===== config.mk =====
export PLATFORM = sky130hd
export DESIGN_NAME = sha256_byte_stream_hasher
export DESIGN_NICKNAME = d
export VERILOG_FILES = /design/src/rtl/sbh_pkg.sv /design/src/rtl/sbh_ram.sv /design/src/rtl/sbh_sched.sv /design/src/rtl/sbh_round.sv /design/src/rtl/sha256_byte_stream_hasher.sv
export SDC_FILE = /design/constraint.sdc
export NUM_CORES = 2
export LEC_CHECK = 0
export ABC_AREA = 1
export BUFFER_PORTS_ARGS = -buffer_cell sky130_fd_sc_hd__buf_2
export CAP_MARGIN = 20
export CORE_MARGIN = 3
export CORE_UTILIZATION = 24
export DETAILED_ROUTE_END_ITERATION = 10
export PLACE_DENSITY_LB_ADDON = 0.05
export SLEW_MARGIN = 10
export SYNTH_ARGS = -nofsm -noshare
export SYNTH_HDL_FRONTEND = slang
export SYNTH_HIERARCHICAL = 1
export SYNTH_SLANG_ARGS = --single-unit

===== constraint.sdc =====
create_clock -name clk -period 119 [get_ports clk]
set_clock_uncertainty 0.2 [all_clocks]
set_input_delay 5.95 -clock clk [delete_from_list [all_inputs] [get_ports clk]]
set_output_delay 5.95 -clock clk [all_outputs]
set_load 0.05 [all_outputs]

===== src/rtl/sbh_pkg.sv =====
`default_nettype none

package sbh_pkg;

	localparam int BLOCK_BYTES = 64;
	localparam int LEN_POS     = 56;
	localparam int BLOCK_WORDS = BLOCK_BYTES / 4;
	localparam int HASH_WORDS  = 8;

	localparam logic [7:0] PAD_BYTE = 8'h80;

	typedef logic [31:0] word_t;
	typedef logic [HASH_WORDS-1:0][31:0] hash_t;

	typedef struct packed {
		logic [7:0] data_byte;
		logic       byte_valid;
		logic       message_end;
	} in_item_t;

	typedef struct packed {
		logic [31:0] digest_word;
		logic [2:0]  word_index;
		logic        last_word;
	} out_item_t;

	// schedule unit control, driven from the compression counter
	typedef struct packed {
		logic       load;
		logic       shift;
		logic       kw_en;
		logic [5:0] k_idx;
	} sched_ctl_t;

	typedef struct packed {
		logic load;
		logic step;
	} round_ctl_t;

	localparam word_t ROUND_K [64] = '{
		32'h428a2f98, 32'h71374491, 32'hb5c0fbcf, 32'he9b5dba5,
		32'h3956c25b, 32'h59f111f1, 32'h923f82a4, 32'hab1c5ed5,
		32'hd807aa98, 32'h12835b01, 32'h243185be, 32'h550c7dc3,
		32'h72be5d74, 32'h80deb1fe, 32'h9bdc06a7, 32'hc19bf174,
		32'he49b69c1, 32'hefbe4786, 32'h0fc19dc6, 32'h240ca1cc,
		32'h2de92c6f, 32'h4a7484aa, 32'h5cb0a9dc, 32'h76f988da,
		32'h983e5152, 32'ha831c66d, 32'hb00327c8, 32'hbf597fc7,
		32'hc6e00bf3, 32'hd5a79147, 32'h06ca6351, 32'h14292967,
		32'h27b70a85, 32'h2e1b2138, 32'h4d2c6dfc, 32'h53380d13,
		32'h650a7354, 32'h766a0abb, 32'h81c2c92e, 32'h92722c85,
		32'ha2bfe8a1, 32'ha81a664b, 32'hc24b8b70, 32'hc76c51a3,
		32'hd192e819, 32'hd6990624, 32'hf40e3585, 32'h106aa070,
		32'h19a4c116, 32'h1e376c08, 32'h2748774c, 32'h34b0bcb5,
		32'h391c0cb3, 32'h4ed8aa4a, 32'h5b9cca4f, 32'h682e6ff3,
		32'h748f82ee, 32'h78a5636f, 32'h84c87814, 32'h8cc70208,
		32'h90befffa, 32'ha4506ceb, 32'hbef9a3f7, 32'hc67178f2
	};

	localparam word_t INIT_HASH [HASH_WORDS] = '{
		32'h6a09e667, 32'hbb67ae85, 32'h3c6ef372, 32'ha54ff53a,
		32'h510e527f, 32'h9b05688c, 32'h1f83d9ab, 32'h5be0cd19
	};

	function automatic word_t rotr(word_t x, int unsigned n);
		return (x >> n) | (x << (32 - n));
	endfunction

	function automatic word_t ssig0(word_t x);
		return rotr(x, 7) ^ rotr(x, 18) ^ (x >> 3);
	endfunction

	function automatic word_t ssig1(word_t x);
		return rotr(x, 17) ^ rotr(x, 19) ^ (x >> 10);
	endfunction

	function automatic word_t bsig0(word_t x);
		return rotr(x, 2) ^ rotr(x, 13) ^ rotr(x, 22);
	endfunction

	function automatic word_t bsig1(word_t x);
		return rotr(x, 6) ^ rotr(x, 11) ^ rotr(x, 25);
	endfunction

endpackage

`default_nettype wire


===== src/rtl/sbh_ram.sv =====
`default_nettype none

module sbh_ram #(
	parameter int WIDTH = 32,
	parameter int DEPTH = 16
) (
	input  wire logic                     clk,
	input  wire logic                     we,
	input  wire logic [$clog2(DEPTH)-1:0] waddr,
	input  wire logic [WIDTH-1:0]         wdata,
	input  wire logic [$clog2(DEPTH)-1:0] raddr,
	output logic      [WIDTH-1:0]         rdata
);

	logic [WIDTH-1:0] mem [DEPTH];

	always_ff @(posedge clk) begin
		if (we) begin
			mem[waddr] <= wdata;
		end
		rdata <= mem[raddr];
	end

endmodule

`default_nettype wire


===== src/rtl/sbh_sched.sv =====
`default_nettype none

module sbh_sched
	import sbh_pkg::*;
(
	input  wire logic       clk,
	input  wire sched_ctl_t ctl,
	input  wire word_t      ram_word,
	output word_t           kw
);

	// w_q[15] is the newest schedule word, w_q[0] the one fifteen back
	word_t w_q [BLOCK_WORDS];
	word_t w_new;
	word_t kw_s2;

	always_comb begin
		if (ctl.load) begin
			w_new = ram_word;
		end else begin
			w_new = ssig1(w_q[14]) + w_q[9] + ssig0(w_q[1]) + w_q[0];
		end
	end

	always_ff @(posedge clk) begin
		if (ctl.shift) begin
			for (int i = 0; i < BLOCK_WORDS - 1; i++) begin
				w_q[i] <= w_q[i+1];
			end
			w_q[BLOCK_WORDS-1] <= w_new;
		end
		if (ctl.kw_en) begin
			kw_s2 <= w_q[BLOCK_WORDS-1] + ROUND_K[ctl.k_idx];
		end
	end

	assign kw = kw_s2;

endmodule

`default_nettype wire


===== src/rtl/sbh_round.sv =====
`default_nettype none

module sbh_round
	import sbh_pkg::*;
(
	input  wire logic       clk,
	input  wire round_ctl_t ctl,
	input  wire hash_t      chain,
	input  wire word_t      kw,
	output hash_t           work
);

	// working variables a..h at index 0..7
	hash_t v_q;
	word_t t1;
	word_t t2;
	word_t ch;
	word_t maj;

	always_comb begin
		ch  = (v_q[4] & v_q[5]) ^ (~v_q[4] & v_q[6]);
		maj = (v_q[0] & v_q[1]) ^ (v_q[0] & v_q[2]) ^ (v_q[1] & v_q[2]);
		t1  = v_q[7] + bsig1(v_q[4]) + ch + kw;
		t2  = bsig0(v_q[0]) + maj;
	end

	always_ff @(posedge clk) begin
		if (ctl.load) begin
			v_q <= chain;
		end else if (ctl.step) begin
			v_q[7] <= v_q[6];
			v_q[6] <= v_q[5];
			v_q[5] <= v_q[4];
			v_q[4] <= v_q[3] + t1;
			v_q[3] <= v_q[2];
			v_q[2] <= v_q[1];
			v_q[1] <= v_q[0];
			v_q[0] <= t1 + t2;
		end
	end

	assign work = v_q;

endmodule

`default_nettype wire


===== src/rtl/sha256_byte_stream_hasher.sv =====
`default_nettype none

// channel | signals                    | payload
// --------+----------------------------+---------------------------------------
// input   | in_valid / in_ready        | in_data  : data_byte, byte_valid, message_end
// output  | out_valid / out_ready      | out_data : digest_word, word_index, last_word
//
// A transfer with byte_valid set puts its byte into the 16 x 32 block RAM.
// The 64th byte of a block starts a compression (one round per cycle, the first
// sixteen schedule words fed from the RAM read port), input held off meanwhile.
// Message end: one padding byte per cycle up to the block end, one or two
// compressions, then eight digest words, one per cycle while out_ready is high.
// Reset loads the initial hash and clears all counters; no RAM clearing.

module sha256_byte_stream_hasher
	import sbh_pkg::*;
(
	input  wire logic      clk,
	input  wire logic      arst_n,
	input  wire logic      in_valid,
	output logic           in_ready,
	input  wire in_item_t  in_data,
	output logic           out_valid,
	input  wire logic      out_ready,
	output out_item_t      out_data
);

	typedef enum logic [2:0] {
		ST_IDLE,
		ST_PAD,
		ST_COMP,
		ST_FOLD,
		ST_EMIT
	} state_t;

	localparam logic [6:0] CNT_LAST = 7'd66;

	state_t     state_q;
	logic [5:0] fill_q;
	logic [63:0] bits_q;
	logic [23:0] part_q;
	logic [6:0] cnt_q;
	logic [6:0] cnt_m2;
	logic       pad_q;
	logic       seen80_q;
	logic       lenok_q;
	logic [2:0] idx_q;
	logic       out_valid_q;
	out_item_t  out_q;
	hash_t      chain_q;
	hash_t      work;

	logic       in_fire;
	logic       byte_we;
	logic [7:0] byte_val;
	logic [7:0] pad_byte;
	logic [7:0] len_byte;
	logic       blk_full;
	logic       ram_we;
	word_t      ram_rdata;
	word_t      kw;
	logic       out_load;
	sched_ctl_t sctl;
	round_ctl_t rctl;

	assign in_ready  = (state_q == ST_IDLE);
	assign in_fire   = in_valid && in_ready;
	assign out_valid = out_valid_q;
	assign out_data  = out_q;

	// length bytes go out most significant first
	assign len_byte = bits_q[{~fill_q[2:0], 3'b111} -: 8];

	always_comb begin
		if (!seen80_q) begin
			pad_byte = PAD_BYTE;
		end else if (lenok_q && (fill_q >= 6'(LEN_POS))) begin
			pad_byte = len_byte;
		end else begin
			pad_byte = 8'h00;
		end
	end

	assign byte_we  = (in_fire && in_data.byte_valid) || (state_q == ST_PAD);
	assign byte_val = (state_q == ST_PAD) ? pad_byte : in_data.data_byte;
	assign blk_full = byte_we && (fill_q == 6'(BLOCK_BYTES - 1));
	assign ram_we   = byte_we && (fill_q[1:0] == 2'b11);
	assign out_load = (state_q == ST_EMIT) && (!out_valid_q || out_ready);

	always_ff @(posedge clk) begin
		if (byte_we) begin
			part_q <= {part_q[15:0], byte_val};
		end
	end

	// RAM is written only while bytes arrive or padding is added; read data is used only while compressing
	sbh_ram #(
		.WIDTH(32),
		.DEPTH(BLOCK_WORDS)
	) u_buf (
		.clk  (clk),
		.we   (ram_we),
		.waddr(fill_q[5:2]),
		.wdata({part_q, byte_val}),
		.raddr(cnt_q[3:0]),
		.rdata(ram_rdata)
	);

	// read issued at count j; schedule word j passes the RAM read register, w_q and the K+W register before round j
	assign cnt_m2 = cnt_q - 7'd2;

	always_comb begin
		sctl.load  = (cnt_q inside {[7'd1:7'd16]});
		sctl.shift = (state_q == ST_COMP) && (cnt_q inside {[7'd1:7'd64]});
		sctl.kw_en = (state_q == ST_COMP) && (cnt_q inside {[7'd2:7'd65]});
		sctl.k_idx = cnt_m2[5:0];
		rctl.load  = (state_q == ST_COMP) && (cnt_q == 7'd0);
		rctl.step  = (state_q == ST_COMP) && (cnt_q inside {[7'd3:CNT_LAST]});
	end

	sbh_sched u_sched (
		.clk     (clk),
		.ctl     (sctl),
		.ram_word(ram_rdata),
		.kw      (kw)
	);

	sbh_round u_round (
		.clk  (clk),
		.ctl  (rctl),
		.chain(chain_q),
		.kw   (kw),
		.work (work)
	);

	always_ff @(posedge clk or negedge arst_n) begin
		if (!arst_n) begin
			state_q     <= ST_IDLE;
			fill_q      <= '0;
			bits_q      <= '0;
			cnt_q       <= '0;
			pad_q       <= 1'b0;
			seen80_q    <= 1'b0;
			lenok_q     <= 1'b0;
			idx_q       <= '0;
			out_valid_q <= 1'b0;
			out_q       <= '0;
			for (int i = 0; i < HASH_WORDS; i++) begin
				chain_q[i] <= INIT_HASH[i];
			end
		end else begin
			if (byte_we) begin
				fill_q <= fill_q + 6'd1;
			end

			if (out_load) begin
				out_valid_q <= 1'b1;
			end else if (out_ready) begin
				out_valid_q <= 1'b0;
			end

			case (state_q)
				ST_IDLE: begin
					if (in_fire) begin
						pad_q    <= in_data.message_end;
						seen80_q <= 1'b0;
						lenok_q  <= 1'b0;
						cnt_q    <= '0;
						if (in_data.byte_valid) begin
							bits_q <= bits_q + 64'd8;
						end
						if (blk_full) begin
							state_q <= ST_COMP;
						end else if (in_data.message_end) begin
							state_q <= ST_PAD;
						end
					end
				end
				ST_PAD: begin
					if (!seen80_q) begin
						seen80_q <= 1'b1;
						// length fits in this block only if the marker lands below it
						lenok_q  <= (fill_q < 6'(LEN_POS));
					end
					cnt_q <= '0;
					if (blk_full) begin
						state_q <= ST_COMP;
					end
				end
				ST_COMP: begin
					cnt_q <= cnt_q + 7'd1;
					if (cnt_q == CNT_LAST) begin
						state_q <= ST_FOLD;
					end
				end
				ST_FOLD: begin
					for (int i = 0; i < HASH_WORDS; i++) begin
						chain_q[i] <= chain_q[i] + work[i];
					end
					idx_q <= '0;
					if (pad_q && lenok_q) begin
						state_q <= ST_EMIT;
					end else if (pad_q) begin
						lenok_q <= 1'b1;
						state_q <= ST_PAD;
					end else begin
						state_q <= ST_IDLE;
					end
				end
				ST_EMIT: begin
					if (out_load) begin
						out_q.digest_word <= chain_q[idx_q];
						out_q.word_index  <= idx_q;
						out_q.last_word   <= (idx_q == 3'd7);
						idx_q             <= idx_q + 3'd1;
						if (idx_q == 3'd7) begin
							for (int i = 0; i < HASH_WORDS; i++) begin
								chain_q[i] <= INIT_HASH[i];
							end
							bits_q  <= '0;
							pad_q   <= 1'b0;
							state_q <= ST_IDLE;
						end
					end
				end
				default: begin
					state_q <= ST_IDLE;
				end
			endcase
		end
	end

`ifndef SYNTHESIS
	a_full_block_compresses: assert property (@(posedge clk) disable iff (!arst_n)
		in_fire && in_data.byte_valid && (fill_q == 6'd63) |=> state_q == ST_COMP)
		else $error("full block did not start compression");

	a_no_write_in_compress: assert property (@(posedge clk) disable iff (!arst_n)
		ram_we |-> (state_q == ST_IDLE) || (state_q == ST_PAD))
		else $error("block RAM written outside byte intake");

	a_last_word_index: assert property (@(posedge clk) disable iff (!arst_n)
		out_valid && out_data.last_word |-> out_data.word_index == 3'd7)
		else $error("last_word on a word other than the eighth");

	a_emit_after_final: assert property (@(posedge clk) disable iff (!arst_n)
		(state_q == ST_FOLD) && pad_q && lenok_q |=> state_q == ST_EMIT)
		else $error("final block did not lead to digest output");
`endif

endmodule

`default_nettype wire


==> impl_metrics.toml <==
[hold_path]
holdCritStartpoint = "u_sched/w_q[1][7]$_DFFE_PP_"
hold_path.class = "flip-flop to flip-flop"

[global_routing]
grt_max_degree = 160
grt_pass1_vias = 89034
antenna_found_initial = 36
overflow = 0
grt_first_pass_wirelength_microns = 682000
grt_usage = 0.205

[timing]
rsz0062_at_grt = "false"
finalCritPeriodShare = 0.0692
period_minus_slack_ps = 8230
final_max_slew_viol_count = 0
fin_setup_tns_ps = 0
relSlewSlack = 0.0453
worstMarginPinSlew_ps = 1420
setup_violations = 0
fmaxAchievable_mhz = 122
finalHoldViolations = 0

[floorplanning]
initial_utilization = 0.242
boundaryPins = 52
die_h_microns = 677
core-area_sq_mm = 0.447
fp.dieW_microns = 677
die_area_sq_mm = 0.458
row_count = 245

[critical_path]
crit_fanout = 5
path_cells = "inv_2, nand2_2, nor2_4, buf_2"
worst-setup-path-type = "flip-flop to primary output"
cp_num_cells = 4
critPathBufInv = 2
crit_arrival_ps = 2080
crit_family = "flip-flops"
r2r-start = "u_round/work[131]$_DFFE_PP_"
r2r_end = "u_round/work[22]$_DFFE_PP_"
startpoint = "state_q[0]$_DFFE_PN0P_"
critPathLaunchType = "flip-flop"
end_kind = "primary output"
r2r_setup_slack_ps = 111080
critPathCapture = "in_ready"
max_stage_delay_ps = 440
slowest_stage = "dfrtp_1"
required_ps = 112850
reg2reg_depth = 24

[run_status]
status = "complete, no violations"

[routing]
drc = 0
drt-total-wl_microns = 483000
vias_per_cell = 4.62
drtIter0Drc = 7254
wl_per_cell_microns = 24.8
ant_nets = 0
via_count = 89829
drt_first_pass_iters = 6

[layout]
layout-drive-gt1-share = 0.0612
layout.cells.non_filler = 19442
multi_input_area_sq_mm = 0.0476
fill_cells = 48124
finalNetCount = 13930
stdcell_area_sq_mm = 0.122
area_delta_synth_final_pct = 13.1
seqCellArea_sq_mm = 0.0504

[clock_tree]
postCtsSetupRepairBufs = 0
h-tree-depth = 4
clk_latency_ps = 950
clock_sinks = 1744
cts_made_buffers = 227
cts_tree = "built"
cts_hold_buf = 0
cts_resized = 0
clock_path_buffers = 4
root_buffer = "clkbuf_16"
clk_pin_slew_ps = 60

[placement]
port_buffers = 51
placed_area_sq_mm = 0.115
hpwl_microns = 359000
place.gp.congestion = 0.930
dpl.cell_count = 19018

[synth]
synth.yosys.warnings = 6
postSynthCellCount = 13323
synth.ff_latch_count = 1744
synth_ff_type = "edfxtp_1"
synth-async-reset-ratio = 0.216
synth.yosys.seq_area_share = 0.466
synth_nets = 13934
synthTopCellsByArea = "edfxtp_1, nand2_1, inv_1"
syn_area_per_cell_sq_um = 8.10
yosysTopAreaCell = "edfxtp_1"
syn_area_sq_mm = 0.108
synth-edff-count = 1336
synth_cell_types = 78
yosys.area.top_type_share = 0.372

[flow_run]
maxCapViolations = 0
worst min-delay path by stage:
stage	to	slack, ps	cells after the start
after floorplan	u_sched/w_q[0][100]$_DFFE_PP_	200	0
after global placement	u_sched/w_q[0][204]$_DFFE_PP_	200	0
after detailed placement	u_sched/w_q[0][121]$_DFFE_PP_	200	0
after CTS	u_sched/w_q[0][152]$_DFFE_PP_	190	0
after global routing	u_sched/w_q[0][231]$_DFFE_PP_	210	0
final	u_sched/w_q[0][231]$_DFFE_PP_	190	0
flip-flops by register name, indices dropped and copies added, names as in the netlist, 6 cells and up:
name          flops
u_round/work    256
u_sched/w_q     512
u_sched/kw       32
bits_q           61
fill_q            6
part_q           24
out_data         36
chain_q         256
u_buf/mem       512
cnt_q             7
u_buf/rdata      32
synthesized netlist by cell type (22+ instances only):
cell type	number
nand2_1	4240
inv_1	2151
edfxtp_1	1336
nand3_1	1032
nor2_1	802
a21oi_1	595
o21ai_0	555
ha_1	431
dfrtp_1	240
xor2_1	234
clkbuf_1	190
xnor2_1	178
fa_1	166
dfstp_2	136
nand4_1	112
buf_2	106
nor3_1	99
o22ai_1	61
or2_2	56
o21bai_1	49
buf_1	41
buf_6	39
o211ai_1	37
nand3b_1	36
o21ai_1	33
dfxtp_1	32
inv_2	27
a31oi_1	26
and2_1	25
nand2_2	22
worst register-to-register path: stages (launching register included):
cell and delay, ps:
edfxtp_1 760, o21ai_0 1260, fa_1 590, inv_1 70, ha_1 270, a21oi_1 160, nand2_1 190, a21boi_2 370
o21ai_2 120, nand3_1 80, nand3_1 150, xor2_1 750, fa_1 560, ha_1 380, nand2_1 120, nor2_1 280
nand4_1 120, o21ai_1 630, nand2_1 110, nand2_1 130, nand2_1 80, nand2_1 70, nand2_1 50, nand3_1 140
nand2_1 60
cell usage in the layout (no fill, tap or decap), drive strengths merged, types with 6 or more instances in the layout:
master / instances
maj3: 6
a32o: 7
a21oi: 599
o21a: 11
nor3: 103
nand3b: 36
o21bai: 49
buf: 170
dfstp: 136
a21boi: 13
dfxtp: 32
ha: 431
fa: 166
xnor2: 178
and2: 25
inv: 2184
nand3: 1036
clkbuf: 306
or2: 66
xor2: 235
nand2: 4266
o211ai: 37
clkinvlp: 9
o311ai: 8
a21o: 20
nor2: 831
bufinv: 15
clkinv: 84
dfrtp: 240
o22ai: 61
nand4: 112
edfxtp: 1336
o31ai: 7
a31oi: 26
o21ai: 595
o221ai: 14
diode: 8
nor4: 10
logic make-up (layout without fill, tap and decap cells):
kind of cell / Yosys count / count (layout) / share of synthesized area
simple gates: 6491 / 6491 / 0.248
buf+inv: 2585 / 2768 / 0.0949
flops: 1744 / 1744 / 0.466
compound gates: 1487 / 1487 / 0.0760
fa+ha+maj: 603 / 603 / 0.0813
xor+xnor: 413 / 413 / 0.0336
other cells: 0 / 8 / 0
routing by layer:
| metal | share of wire | wire, microns | global-route usage | vias up |
|---|---|---|---|---|
| li1 | - | - | - | 42898 |
| met1 | 0.47 | 227000 | 0.287 | 44221 |
| met5 | 0.00018 | 87 | 0 | - |
| met4 | 0.029 | 13900 | 0.0539 | 14 |
| met2 | 0.46 | 222000 | 0.336 | 2184 |
| met3 | 0.042 | 20400 | 0.0223 | 512 |
layout make-up:
type,count,area share
Timing Repair Buffer,170,0.0104
Antenna cell,8,0.000164
Clock inverter,110,0.00781
Multi-Input combinational cell,8994,0.390
Tap cell,5928,0.0607
Clock buffer,306,0.0516
Inverter,2182,0.0673
Sequential cell,1744,0.412
metrics by stage:
step	hold slack, ps	utilization	setup WS, ps
floorplan	200	-	81000
global placement	200	0.257	109960
detailed placement	205	0.257	109870
CTS	194	0.273	110630
global route	211	0.273	110610
finish	188	0.273	110770
Power is not shown: default switching activity piles up to over one toggle a cycle in this logic, so the estimate is an artifact.
